--- src/hw/rtl/assert_macros.svh ---
// Assertion macros shared by the RTL.
`ifndef ASSERT_MACROS_SVH
`define ASSERT_MACROS_SVH
`ifndef SYNTHESIS
`define ASSERT_CLK(lbl, clk, rst_n, prop, msg) \
  lbl: assert property (@(posedge clk) disable iff (!rst_n) (prop)) else $error(msg);
`define ASSERT_IMPLIES(lbl, clk, rst_n, ante, cons, msg) \
  lbl: assert property (@(posedge clk) disable iff (!rst_n) (ante) |-> (cons)) else $error(msg);
`else
`define ASSERT_CLK(lbl, clk, rst_n, prop, msg)
`define ASSERT_IMPLIES(lbl, clk, rst_n, ante, cons, msg)
`endif
`endif

--- src/hw/rtl/cwb_pkg.sv ---
package cwb_pkg;

  localparam int MAX_DIM_DEF = 4096;
  localparam int DIM_W_DEF   = $clog2(MAX_DIM_DEF) + 1;

  localparam int POS_W      = 16;
  localparam int BOX_W      = 13;
  localparam int STRIDE_W   = 15;
  localparam int GRAY_W     = 8;
  localparam int ADDR_W     = 26;
  localparam int DATA_W     = 32;
  localparam int BCNT_W     = 3;
  localparam int CFG_IDX_W  = 8;
  localparam int CFG_DATA_W = 16;

  typedef enum logic [1:0] {
    OP_HEADER = 2'd0,
    OP_PIXEL  = 2'd1,
    OP_FRAME  = 2'd2
  } op_t;

  localparam logic [CFG_IDX_W-1:0] CFG_SCREEN_W = 8'd0;
  localparam logic [CFG_IDX_W-1:0] CFG_SCREEN_H = 8'd1;
  localparam logic [CFG_IDX_W-1:0] CFG_STRIDE   = 8'd2;
  localparam logic [CFG_IDX_W-1:0] CFG_WIDE     = 8'd3;

  localparam logic [BOX_W-1:0]    SCREEN_W_RST = 13'd640;
  localparam logic [BOX_W-1:0]    SCREEN_H_RST = 13'd480;
  localparam logic [STRIDE_W-1:0] STRIDE_RST   = 15'd2560;
  localparam logic                WIDE_RST     = 1'b1;

  localparam logic KIND_PIXEL = 1'b0;
  localparam logic KIND_FRAME = 1'b1;

  localparam logic [7:0]        ALPHA_OPAQUE = 8'hFF;
  localparam logic [BCNT_W-1:0] BYTES_NARROW = 3'd1;
  localparam logic [BCNT_W-1:0] BYTES_WIDE   = 3'd4;

endpackage

--- src/hw/rtl/cwb_ifs.sv ---
interface cwb_in_if #(
  parameter int DIM_W = cwb_pkg::DIM_W_DEF
);
  import cwb_pkg::*;

  logic                    valid;
  logic                    ready;
  logic [1:0]              op;
  logic signed [POS_W-1:0] win_x;
  logic signed [POS_W-1:0] win_y;
  logic [DIM_W-1:0]        win_w;
  logic [DIM_W-1:0]        win_h;
  logic                    win_dirty;
  logic [GRAY_W-1:0]       gray;

  modport source (output valid, op, win_x, win_y, win_w, win_h, win_dirty, gray,
                  input ready);
  modport sink (input valid, op, win_x, win_y, win_w, win_h, win_dirty, gray,
                output ready);
endinterface

interface cwb_out_if;
  import cwb_pkg::*;

  logic              valid;
  logic              ready;
  logic              kind;
  logic [ADDR_W-1:0] address;
  logic [DATA_W-1:0] data;
  logic [BCNT_W-1:0] byte_count;
  logic [BOX_W-1:0]  box_left;
  logic [BOX_W-1:0]  box_top;
  logic [BOX_W-1:0]  box_right;
  logic [BOX_W-1:0]  box_bottom;
  logic              box_empty;
  logic              frame_dirty;

  modport source (output valid, kind, address, data, byte_count, box_left, box_top,
                  box_right, box_bottom, box_empty, frame_dirty, input ready);
  modport sink (input valid, kind, address, data, byte_count, box_left, box_top,
                box_right, box_bottom, box_empty, frame_dirty, output ready);
endinterface

interface cwb_cfg_if;
  import cwb_pkg::*;

  logic                  valid;
  logic                  ready;
  logic [CFG_IDX_W-1:0]  index;
  logic [CFG_DATA_W-1:0] data;

  modport source (output valid, index, data, input ready);
  modport sink (input valid, index, data, output ready);
endinterface

--- src/hw/rtl/clipped_window_blit.sv ---
// Channel  Role    Handshake    Payload
// in_ch    sink    valid/ready  op, win_x, win_y, win_w, win_h, win_dirty, gray
// out_ch   source  valid/ready  kind, address, data, byte_count, box fields, frame_dirty
// cfg_ch   sink    valid/ready  index, data; ready is always high
//
// One item per cycle sustained while out_ch accepts results; a result passes from the input
// transfer through the input register and then the result register to the output transfer.
// rst_n is synchronous and active low; it restores the control and state registers to their reset values.
// While out_ch is stalled, an item that yields a result waits in the input register and
// in_ch.ready falls; items that yield no result keep flowing.
`include "assert_macros.svh"

module clipped_window_blit #(
  parameter int MAX_DIM = cwb_pkg::MAX_DIM_DEF
) (
  input logic       clk,
  input logic       rst_n,
  cwb_in_if.sink    in_ch,
  cwb_out_if.source out_ch,
  cwb_cfg_if.sink   cfg_ch
);
  import cwb_pkg::*;

  localparam int DW = $clog2(MAX_DIM) + 1;
  localparam int AW = (DW + 2 > 18) ? DW + 2 : 18;
  localparam logic signed [AW-1:0] ZERO = '0;

  typedef struct packed {
    logic [1:0]              op;
    logic signed [POS_W-1:0] win_x;
    logic signed [POS_W-1:0] win_y;
    logic [DW-1:0]           win_w;
    logic [DW-1:0]           win_h;
    logic                    win_dirty;
    logic [GRAY_W-1:0]       gray;
  } item_t;

  function automatic logic signed [AW-1:0] smax(logic signed [AW-1:0] a,
                                                logic signed [AW-1:0] b);
    return (a > b) ? a : b;
  endfunction

  function automatic logic signed [AW-1:0] smin(logic signed [AW-1:0] a,
                                                logic signed [AW-1:0] b);
    return (a < b) ? a : b;
  endfunction

  logic [BOX_W-1:0]    screen_w_r;
  logic [BOX_W-1:0]    screen_h_r;
  logic [STRIDE_W-1:0] stride_r;
  logic                wide_r;

  logic  s1_valid_r;
  item_t s1_r;

  logic signed [POS_W-1:0] origin_x_r;
  logic [ADDR_W-1:0]       row_y_r;
  logic [DW-1:0]           width_now_r, height_now_r;
  logic [DW-1:0]           clip_col_lo_r, clip_col_hi_r, clip_row_lo_r, clip_row_hi_r;
  logic [DW-1:0]           cursor_col_r, cursor_row_r;
  logic [BOX_W-1:0]        box_left_r, box_top_r, box_right_r, box_bottom_r;
  logic                    any_dirty_r;

  logic              out_valid_r;
  logic              out_kind_r;
  logic [ADDR_W-1:0] out_addr_r;
  logic [DATA_W-1:0] out_data_r;
  logic [BCNT_W-1:0] out_bcnt_r;
  logic [BOX_W-1:0]  out_left_r, out_top_r, out_right_r, out_bottom_r;
  logic              out_empty_r, out_dirty_r;

  logic out_free, res_needed, proceed, in_fire;
  logic is_pixel, is_frame;

  logic signed [AW-1:0] px, py, pw, ph, sw, sh;
  logic signed [AW-1:0] cx0, cx1, cy0, cy1;
  logic signed [AW-1:0] bl, bt, br, bb;
  logic                 hdr_empty;

  logic              pix_live, in_clip, wrap;
  logic [DW-1:0]     col_inc;
  logic [ADDR_W-1:0] sx, pix_off, row_off, pix_addr;
  logic              frame_empty;

  assign is_pixel  = s1_r.op == OP_PIXEL;
  assign is_frame  = s1_r.op == OP_FRAME;

  assign px = AW'(s1_r.win_x);
  assign py = AW'(s1_r.win_y);
  assign pw = signed'(AW'(s1_r.win_w));
  assign ph = signed'(AW'(s1_r.win_h));
  assign sw = signed'(AW'(screen_w_r));
  assign sh = signed'(AW'(screen_h_r));

  assign cx0 = smax(ZERO, -px);
  assign cx1 = smin(pw, sw - px);
  assign cy0 = smax(ZERO, -py);
  assign cy1 = smin(ph, sh - py);
  assign hdr_empty = (cx0 >= cx1) || (cy0 >= cy1);

  assign bl = smin(signed'(AW'(box_left_r)), smax(ZERO, px));
  assign bt = smin(signed'(AW'(box_top_r)), smax(ZERO, py));
  assign br = smax(signed'(AW'(box_right_r)), smin(sw, px + pw));
  assign bb = smax(signed'(AW'(box_bottom_r)), smin(sh, py + ph));

  assign pix_live = cursor_row_r < height_now_r;
  assign in_clip  = (cursor_col_r >= clip_col_lo_r) && (cursor_col_r < clip_col_hi_r) &&
                    (cursor_row_r >= clip_row_lo_r) && (cursor_row_r < clip_row_hi_r);
  assign col_inc  = cursor_col_r + DW'(1);
  assign wrap     = col_inc >= width_now_r;
  assign sx       = ADDR_W'(origin_x_r) + ADDR_W'(cursor_col_r);
  assign pix_off  = wide_r ? {sx[ADDR_W-3:0], 2'b00} : sx;
  assign row_off  = row_y_r * ADDR_W'(stride_r);
  assign pix_addr = row_off + pix_off;

  assign frame_empty = (box_left_r >= box_right_r) || (box_top_r >= box_bottom_r);

  assign res_needed = is_frame || (is_pixel && pix_live && in_clip);
  assign out_free   = !out_valid_r || out_ch.ready;
  assign proceed    = s1_valid_r && (!res_needed || out_free);
  assign in_ch.ready = !s1_valid_r || proceed;
  assign in_fire    = in_ch.valid && in_ch.ready;
  assign cfg_ch.ready = 1'b1;

  always_ff @(posedge clk) begin
    if (!rst_n) begin
      screen_w_r <= SCREEN_W_RST;
      screen_h_r <= SCREEN_H_RST;
      stride_r   <= STRIDE_RST;
      wide_r     <= WIDE_RST;
    end else if (cfg_ch.valid) begin
      case (cfg_ch.index)
        CFG_SCREEN_W: screen_w_r <= cfg_ch.data[BOX_W-1:0];
        CFG_SCREEN_H: screen_h_r <= cfg_ch.data[BOX_W-1:0];
        CFG_STRIDE:   stride_r   <= cfg_ch.data[STRIDE_W-1:0];
        CFG_WIDE:     wide_r     <= cfg_ch.data[0];
        default: ;
      endcase
    end
  end

  always_ff @(posedge clk) begin
    if (!rst_n) begin
      s1_valid_r <= 1'b0;
    end else if (in_fire) begin
      s1_valid_r <= 1'b1;
    end else if (proceed) begin
      s1_valid_r <= 1'b0;
    end
  end

  always_ff @(posedge clk) begin
    if (in_fire) begin
      s1_r.op        <= in_ch.op;
      s1_r.win_x     <= in_ch.win_x;
      s1_r.win_y     <= in_ch.win_y;
      s1_r.win_w     <= DW'(in_ch.win_w);
      s1_r.win_h     <= DW'(in_ch.win_h);
      s1_r.win_dirty <= in_ch.win_dirty;
      s1_r.gray      <= in_ch.gray;
    end
  end

  always_ff @(posedge clk) begin
    if (!rst_n) begin
      origin_x_r    <= '0;
      row_y_r       <= '0;
      width_now_r   <= '0;
      height_now_r  <= '0;
      clip_col_lo_r <= '0;
      clip_col_hi_r <= '0;
      clip_row_lo_r <= '0;
      clip_row_hi_r <= '0;
      cursor_col_r  <= '0;
      cursor_row_r  <= '0;
      box_left_r    <= SCREEN_W_RST;
      box_top_r     <= SCREEN_H_RST;
      box_right_r   <= '0;
      box_bottom_r  <= '0;
      any_dirty_r   <= 1'b0;
    end else if (proceed) begin
      case (s1_r.op)
        OP_HEADER: begin
          origin_x_r   <= s1_r.win_x;
          row_y_r      <= ADDR_W'(s1_r.win_y);
          width_now_r  <= s1_r.win_w;
          height_now_r <= s1_r.win_h;
          if (hdr_empty) begin
            clip_col_lo_r <= '0;
            clip_col_hi_r <= '0;
            clip_row_lo_r <= '0;
            clip_row_hi_r <= '0;
          end else begin
            clip_col_lo_r <= cx0[DW-1:0];
            clip_col_hi_r <= cx1[DW-1:0];
            clip_row_lo_r <= cy0[DW-1:0];
            clip_row_hi_r <= cy1[DW-1:0];
          end
          cursor_col_r <= '0;
          cursor_row_r <= (s1_r.win_w == '0) ? s1_r.win_h : '0;
          box_left_r   <= bl[BOX_W-1:0];
          box_top_r    <= bt[BOX_W-1:0];
          box_right_r  <= br[BOX_W-1:0];
          box_bottom_r <= bb[BOX_W-1:0];
          any_dirty_r  <= any_dirty_r | s1_r.win_dirty;
        end
        OP_PIXEL: begin
          if (pix_live) begin
            if (wrap) begin
              cursor_col_r <= '0;
              cursor_row_r <= cursor_row_r + DW'(1);
              row_y_r      <= row_y_r + ADDR_W'(1);
            end else begin
              cursor_col_r <= col_inc;
            end
          end
        end
        OP_FRAME: begin
          box_left_r   <= screen_w_r;
          box_top_r    <= screen_h_r;
          box_right_r  <= '0;
          box_bottom_r <= '0;
          any_dirty_r  <= 1'b0;
        end
        default: ;
      endcase
    end
  end

  always_ff @(posedge clk) begin
    if (!rst_n) begin
      out_valid_r <= 1'b0;
    end else if (proceed && res_needed) begin
      out_valid_r <= 1'b1;
    end else if (out_ch.ready) begin
      out_valid_r <= 1'b0;
    end
  end

  always_ff @(posedge clk) begin
    if (proceed && res_needed) begin
      if (is_frame) begin
        out_kind_r   <= KIND_FRAME;
        out_addr_r   <= '0;
        out_data_r   <= '0;
        out_bcnt_r   <= '0;
        out_left_r   <= box_left_r;
        out_top_r    <= box_top_r;
        out_right_r  <= box_right_r;
        out_bottom_r <= box_bottom_r;
        out_empty_r  <= frame_empty;
        out_dirty_r  <= any_dirty_r;
      end else begin
        out_kind_r   <= KIND_PIXEL;
        out_addr_r   <= pix_addr;
        out_data_r   <= wide_r ? {ALPHA_OPAQUE, s1_r.gray, s1_r.gray, s1_r.gray}
                               : DATA_W'(s1_r.gray);
        out_bcnt_r   <= wide_r ? BYTES_WIDE : BYTES_NARROW;
        out_left_r   <= '0;
        out_top_r    <= '0;
        out_right_r  <= '0;
        out_bottom_r <= '0;
        out_empty_r  <= 1'b0;
        out_dirty_r  <= 1'b0;
      end
    end
  end

  assign out_ch.valid       = out_valid_r;
  assign out_ch.kind        = out_kind_r;
  assign out_ch.address     = out_addr_r;
  assign out_ch.data        = out_data_r;
  assign out_ch.byte_count  = out_bcnt_r;
  assign out_ch.box_left    = out_left_r;
  assign out_ch.box_top     = out_top_r;
  assign out_ch.box_right   = out_right_r;
  assign out_ch.box_bottom  = out_bottom_r;
  assign out_ch.box_empty   = out_empty_r;
  assign out_ch.frame_dirty = out_dirty_r;

  `ASSERT_CLK(a_cursor_in_window, clk, rst_n, cursor_row_r <= height_now_r, "cursor row beyond window height")
  `ASSERT_CLK(a_clip_in_window, clk, rst_n, (clip_col_hi_r <= width_now_r) && (clip_row_hi_r <= height_now_r), "clip bounds exceed window size")
  `ASSERT_CLK(a_result_lands, clk, rst_n, (proceed && res_needed) |=> out_valid_r, "result lost on its way to the output register")
  `ASSERT_IMPLIES(a_wide_alpha, clk, rst_n, out_valid_r && (out_kind_r == KIND_PIXEL) && (out_bcnt_r == BYTES_WIDE), out_data_r[DATA_W-1:DATA_W-8] == ALPHA_OPAQUE, "wide pixel write without opaque alpha byte")

endmodule

--- src/flat_wrapper.sv ---
// flat-port wrapper written by rule: the top's interface ports become plain ports
module clipped_window_blit_flat import cwb_pkg::*;
#(
  parameter int MAX_DIM = cwb_pkg::MAX_DIM_DEF
)
  (clk, rst_n, in_ch_valid, in_ch_op, in_ch_win_x, in_ch_win_y, in_ch_win_w, in_ch_win_h, in_ch_win_dirty, in_ch_gray, in_ch_ready, out_ch_valid, out_ch_kind, out_ch_address, out_ch_data, out_ch_byte_count, out_ch_box_left, out_ch_box_top, out_ch_box_right, out_ch_box_bottom, out_ch_box_empty, out_ch_frame_dirty, out_ch_ready, cfg_ch_valid, cfg_ch_index, cfg_ch_data, cfg_ch_ready);
  cwb_in_if in_ch_i ();
  cwb_out_if out_ch_i ();
  cwb_cfg_if cfg_ch_i ();
  input logic clk;
  input logic rst_n;
  input wire logic [$bits(in_ch_i.valid)-1:0] in_ch_valid;
  input wire logic [$bits(in_ch_i.op)-1:0] in_ch_op;
  input wire logic [$bits(in_ch_i.win_x)-1:0] in_ch_win_x;
  input wire logic [$bits(in_ch_i.win_y)-1:0] in_ch_win_y;
  input wire logic [$bits(in_ch_i.win_w)-1:0] in_ch_win_w;
  input wire logic [$bits(in_ch_i.win_h)-1:0] in_ch_win_h;
  input wire logic [$bits(in_ch_i.win_dirty)-1:0] in_ch_win_dirty;
  input wire logic [$bits(in_ch_i.gray)-1:0] in_ch_gray;
  output wire logic [$bits(in_ch_i.ready)-1:0] in_ch_ready;
  output wire logic [$bits(out_ch_i.valid)-1:0] out_ch_valid;
  output wire logic [$bits(out_ch_i.kind)-1:0] out_ch_kind;
  output wire logic [$bits(out_ch_i.address)-1:0] out_ch_address;
  output wire logic [$bits(out_ch_i.data)-1:0] out_ch_data;
  output wire logic [$bits(out_ch_i.byte_count)-1:0] out_ch_byte_count;
  output wire logic [$bits(out_ch_i.box_left)-1:0] out_ch_box_left;
  output wire logic [$bits(out_ch_i.box_top)-1:0] out_ch_box_top;
  output wire logic [$bits(out_ch_i.box_right)-1:0] out_ch_box_right;
  output wire logic [$bits(out_ch_i.box_bottom)-1:0] out_ch_box_bottom;
  output wire logic [$bits(out_ch_i.box_empty)-1:0] out_ch_box_empty;
  output wire logic [$bits(out_ch_i.frame_dirty)-1:0] out_ch_frame_dirty;
  input wire logic [$bits(out_ch_i.ready)-1:0] out_ch_ready;
  input wire logic [$bits(cfg_ch_i.valid)-1:0] cfg_ch_valid;
  input wire logic [$bits(cfg_ch_i.index)-1:0] cfg_ch_index;
  input wire logic [$bits(cfg_ch_i.data)-1:0] cfg_ch_data;
  output wire logic [$bits(cfg_ch_i.ready)-1:0] cfg_ch_ready;
  assign in_ch_i.valid = in_ch_valid;
  assign in_ch_i.op = in_ch_op;
  assign in_ch_i.win_x = in_ch_win_x;
  assign in_ch_i.win_y = in_ch_win_y;
  assign in_ch_i.win_w = in_ch_win_w;
  assign in_ch_i.win_h = in_ch_win_h;
  assign in_ch_i.win_dirty = in_ch_win_dirty;
  assign in_ch_i.gray = in_ch_gray;
  assign in_ch_ready = in_ch_i.ready;
  assign out_ch_valid = out_ch_i.valid;
  assign out_ch_kind = out_ch_i.kind;
  assign out_ch_address = out_ch_i.address;
  assign out_ch_data = out_ch_i.data;
  assign out_ch_byte_count = out_ch_i.byte_count;
  assign out_ch_box_left = out_ch_i.box_left;
  assign out_ch_box_top = out_ch_i.box_top;
  assign out_ch_box_right = out_ch_i.box_right;
  assign out_ch_box_bottom = out_ch_i.box_bottom;
  assign out_ch_box_empty = out_ch_i.box_empty;
  assign out_ch_frame_dirty = out_ch_i.frame_dirty;
  assign out_ch_i.ready = out_ch_ready;
  assign cfg_ch_i.valid = cfg_ch_valid;
  assign cfg_ch_i.index = cfg_ch_index;
  assign cfg_ch_i.data = cfg_ch_data;
  assign cfg_ch_ready = cfg_ch_i.ready;
  clipped_window_blit #(.MAX_DIM(MAX_DIM)) u_core (.clk(clk), .rst_n(rst_n), .in_ch(in_ch_i), .out_ch(out_ch_i), .cfg_ch(cfg_ch_i));
endmodule
--- config.mk ---
export PLATFORM = sky130hd
export DESIGN_NAME = clipped_window_blit_flat
export DESIGN_NICKNAME = d
export VERILOG_FILES = /design/src/hw/rtl/cwb_pkg.sv /design/src/hw/rtl/cwb_ifs.sv /design/src/hw/rtl/clipped_window_blit.sv /design/src/flat_wrapper.sv
export VERILOG_INCLUDE_DIRS = /design/src /design/src/hw/rtl
export SDC_FILE = /design/constraint.sdc
export NUM_CORES = 2
export LEC_CHECK = 0
export ABC_CLOCK_PERIOD_IN_PS = 19450
export BUFFER_PORTS_ARGS = -buffer_cell sky130_fd_sc_hd__buf_2
export CORE_AREA = 3 3 315 380
export DETAILED_ROUTE_END_ITERATION = 10
export DIE_AREA = 0 0 318 383
export HOLD_SLACK_MARGIN = 0.03
export PLACE_DENSITY = 0.52
export RECOVER_POWER = 50
export REMOVE_ABC_BUFFERS = 1
export SLEW_MARGIN = 25
export SYNTH_ARGS = -nofsm -noshare
export SYNTH_HDL_FRONTEND = slang
export SYNTH_SLANG_ARGS = --single-unit
--- constraint.sdc ---
create_clock -name clk -period 19.45 [get_ports clk]
set_input_delay 3.89 -clock clk [delete_from_list [all_inputs] [get_ports clk]]
set_output_delay 3.89 -clock clk [all_outputs]
set_load 0.05 [all_outputs]
Yosys cells after proc, flatten, opt, wreduce, memory -nomap -nowiden
Cells that the tools add are included.
Storage, ports and cells
  input port bits: 98
  memories kept: 0
  memory bits (writable): 0
  ROM bits: 0
  register bits: 428
  bits in latches: 0
  output and inout bits: 119
  word-level logic and storage cells: 162
Operators by class
  reductions and logical operators: 37
  eq/ne operators: 11
  multipliers: 1
  bitwise gates (word level): 2
  shift operators: 0
  multiplexer cells: 39
  $lt $le $gt $ge: 22
  div/mod/pow operators: 0
  add/subtract/negate cells: 11
Operators by type and width (count)
  13-bit 2-to-1 mux: 13
  13-bit case mux with 2 select lines: 6
  18-bit 2-to-1 mux: 8
  14-bit by 18-bit less-than comparator with 1-bit output: 6
  26-bit 2-to-1 mux: 3
  13-bit greater-or-equal comparator: 5
  26-bit case mux with 2 select lines: 1
  16-bit by 14-bit adder with 17-bit output: 3
  13-bit less-than comparator: 3
  18-bit greater-or-equal comparator: 2
  1-bit by 18-bit greater-than comparator with 1-bit output (first input constant): 2
  14-bit by 18-bit greater-than comparator with 1-bit output: 2
  16-bit negation with 18-bit output: 2
  14-bit by 16-bit subtractor with 17-bit output: 2
  1-bit by 16-bit greater-than comparator with 1-bit output (first input constant): 2
  32-bit 2-to-1 mux: 1
  13-bit by 1-bit adder with 13-bit output (second input constant): 2
  26-bit by 1-bit adder with 26-bit output (second input constant): 1
  26-bit adder: 1
  26-bit by 15-bit multiplier with 26-bit output: 1
  8-bit by 2-bit equality test with 1-bit output (second input constant): 2
  3-bit AND reduction: 5
  13-bit logical NOT: 1
  2-bit != test (second input constant): 6
  17 further kinds: 43

Logic depth before layout (Yosys ltp)
  depth in word-level cells: 12
  mapped depth: 31
  mapped depth without buffers: 30

Least setup slack after synthesis
No wires, ideal clock.
  path type: input port to output port
  from: input port out_ch_ready
  to: output port in_ch_ready
  path buffers: 0
  arrival time: 4.452 ns
  slack: 11.108 ns
  stages on the path: 3
  data required time: 15.560 ns
  cells stage by stage: nor2b_1 > and2_1 > inv_1
On the way
  cells in the longest elaborated chain, start to end: 4
Ends and longest elaborated chain
  start, declared: line flat_wrapper.sv:32  | input wire logic [$bits(out_ch_i.ready)-1:0] out_ch_ready;
  1-bit logical OR: line clipped_window_blit.sv:119  | assign out_free = !out_valid_r || out_ch.ready;
  1-bit logical OR: line clipped_window_blit.sv:120  | assign proceed = s1_valid_r && (!res_needed || out_free);
  1-bit logical AND: line clipped_window_blit.sv:120
  1-bit logical OR: line clipped_window_blit.sv:121  | assign in_ch.ready = !s1_valid_r || proceed;
  end, declared: line flat_wrapper.sv:20  | output wire logic [$bits(in_ch_i.ready)-1:0] in_ch_ready;
Every way passes these cells.

==> summary.txt <==
RSZ-0062 raised after global routing: no
Failing checks: max-capacitance violations, max-slew violations
Dpl cell area: 37,300 µm²
Cell Pwr Density: 60.9 nW/µm²
Setup repair bufs after CTS: 0
Insertion delay to the later sink of the worst-skew pair: 680 ps
H-Tree Level Count: 2
Pre-Repair DR Iteration Count: 6
Area contributors post-synth: edfxtp_1, dfxtp_1, fa_1, ha_1, nand2_1
Yosys cell types: 91
Netlist Area Pre-Place: 34,800 µm²
Net Sw Power: 706 µW
Crit path capture type: flip-flop
Ports: 217
Synth warnings: 0
Vias in the first global route: 27,900
Grt ovf: 0
Cts repair resizes: 0
Fmax: 0.113 GHz
Max Cap Viol: 8
First-pass GRT wire length: 170,000 µm
Antenna Nets Post-Route: 0
Rel. slew slack: -1.71
CTS tree: done
Gr usage total: 0.180
Lkg Pwr: 0.0168 µW
Setup TNS: 0 ps
Reg power frac: 0.407
Sequential cell area fraction in the yosys report: 0.285
Clock network power share: 0.432
Die span in x: 318 µm
Clk sinks: 411
Combinational share of power: 0.161
Vias: 28,300
DRT iter0 DRCs: 1,899
Total Wirelength: 112,000 µm
Clock root buffer: clkbuf_16
Top cell type's share of synthesized area: 0.145
Synth area leader: edfxtp_1
Final Slew Violations: 295
Post-Synthesis Cells: 3,929
Port bufs: 213
Max IR drop VDD: 58.8 µV
Status: finished with violations
Internal power: 1670 µW
Yosys reg bits: 411
Largest net degree at the start of global routing: 80
Worst endpoint data arrival time: 9400 ps
Commonest non-fill, non-tap cell in the layout: nand2_1
Worst Skew: 59.9 ps
Buffer depth of the longest clock path: 3
Die height: 383 µm
Die area: 122,000 µm²
# fillers: 12,100
Asr flop ratio synth: 0
Fin nets: 4,741
Avg Cell Area, Syn: 8.86 µm²
Dpl cells: 5,509
Dpl hpwl: 86,100 µm
Initial Util: 0.300
Area Growth Syn to Fin: 12.0%
Worst setup path category: input pin to flip-flop
DRC violations left: 0
Largest fanout on the critical path: 50
Top_reg_cell synth: dfxtp_1
Layout cell share with drive strength beyond 1: 0.0837
EDFF count, synth: 168
Antenna violations before repair: 4
Rows: 137
Placer Congestion: 0.905
Type of origin of the critical path: input pin
Final period util: 0.454
Wire per inst: 20.0 µm
Final setup viols: 0
DR vias/cell: 5.04
CTS Hold Bufs: 0
Clock transition at path regs: 60 ps
Num CTS Buffers: 51
Fin. Hold Viols: 0
Design Area, Final: 39,000 µm²
Post-route insts no fill: 5,604
Type of the worst min-delay path: flip-flop to flip-flop
Fin crit period: 8830 ps
Switching Share: 0.298
Commonest cells after routing, fill and taps aside: nand2_1, inv_1, ha_1
WP data required: 20,030 ps
Slew @ Worst Pin: 4070 ps
Core footprint: 116,000 µm²
-- cells in the mapped netlist, types with 61 or more instances --
library cell,instances
inv_1,436
clkbuf_1,149
o21ai_0,159
dfxtp_1,243
a21oi_1,246
nor2_1,293
mux2i_1,66
nand3_1,61
ha_1,370
edfxtp_1,168
and2_1,130
nand2_1,507
xnor2_1,91
fa_1,239
-- routing by layer --
layer / GRT usage / vias to the layer above / wire, µm
li1: - / 13500 / -
met1: 0.241 / 13900 / 50500
met2: 0.305 / 711 / 53200
met3: 0.0228 / 144 / 5580
met4: 0.0528 / 0 / 2990
met5: 0 / - / 0
-- final cells by class --
cell class / instances / area (µm²) / share of cell area
Clock buffer: 67 / 1430 / 0.0366
Clock inverter: 26 / 355 / 0.00911
Multi-Input combinational cell: 2882 / 22500 / 0.576
Sequential cell: 411 / 9910 / 0.254
Antenna cell: 1 / 2.50 / 0.0000642
Tap cell: 1529 / 1910 / 0.0491
Timing Repair Buffer: 251 / 1260 / 0.0324
Inverter: 437 / 1640 / 0.0421
-- critical path: stages --
cell and delay [ps]:
clkbuf_1 1140, clkinvlp_2 1510, clkbuf_1 1200, nor2_1 1200, o21ai_0 230, mux2i_1 180
-- state kept, by name, indices dropped and copies added (netlist names), 15 cells and up --
name,flops
u_core.px,16
u_core.stride_r,15
u_core.origin_x_r,16
u_core.row_y_r,26
u_core.out_ch.address,26
u_core.out_ch.data,17
u_core.py,16
-- logic make-up (layout without fill, tap and decap cells) --
group	count (synthesis)	count (layout)	synth area share
other	2	5	0.000216
AO/OA/AOI/OAI	755	755	0.140
XOR/XNOR	141	141	0.0355
multiplexers	75	75	0.0219
buffers and inverters	638	781	0.0721
adder cells (fa/ha/maj)	613	613	0.272
AND/OR/NAND/NOR	1294	1294	0.174
flip-flops	411	411	0.285
-- per-stage QoR --
| step | total power [µW] | utilization | hold WS [ps] | setup slack (ps) |
|---|---|---|---|---|
| 5_1_grt | 2480 | 0.336 | 471 | 10350 |
| 6_report | 2370 | 0.336 | 449 | 10620 |
| 4_1_cts | 2410 | 0.337 | 453 | 10840 |
| 3_3_place_gp | 1360 | 0.321 | 436 | 10840 |
| 3_5_place_dp | 1370 | 0.321 | 445 | 10850 |
| 2_1_floorplan | 1230 | - | 417 | 11110 |
-- power by group through the flow --
stage | combinational [µW] | clock, µW | sequential (µW)
after floorplan | 249 | 0 | 978
after global placement | 378 | 0 | 984
after detailed placement | 383 | 0 | 983
after CTS | 386 | 1060 | 965
after global routing | 430 | 1090 | 969
final | 382 | 1020 | 966
-- worst paths after layout --
kind | cells past startpoint | to | startpoint | slack (ps)
hold / removal | 2 | u_core.height_now_r[0] | u_core.height_now_r[0] | 450
setup / recovery | 6 | u_core.box_right_r[8] | rst_n | 10620
hold reg to reg | 2 | u_core.height_now_r[0] | u_core.height_now_r[0] | 450
setup reg to reg | 29 | u_core.clip_col_lo_r[8] | u_core.py[2] | 11400
Note: power is estimated with default switching activity, not from simulation.
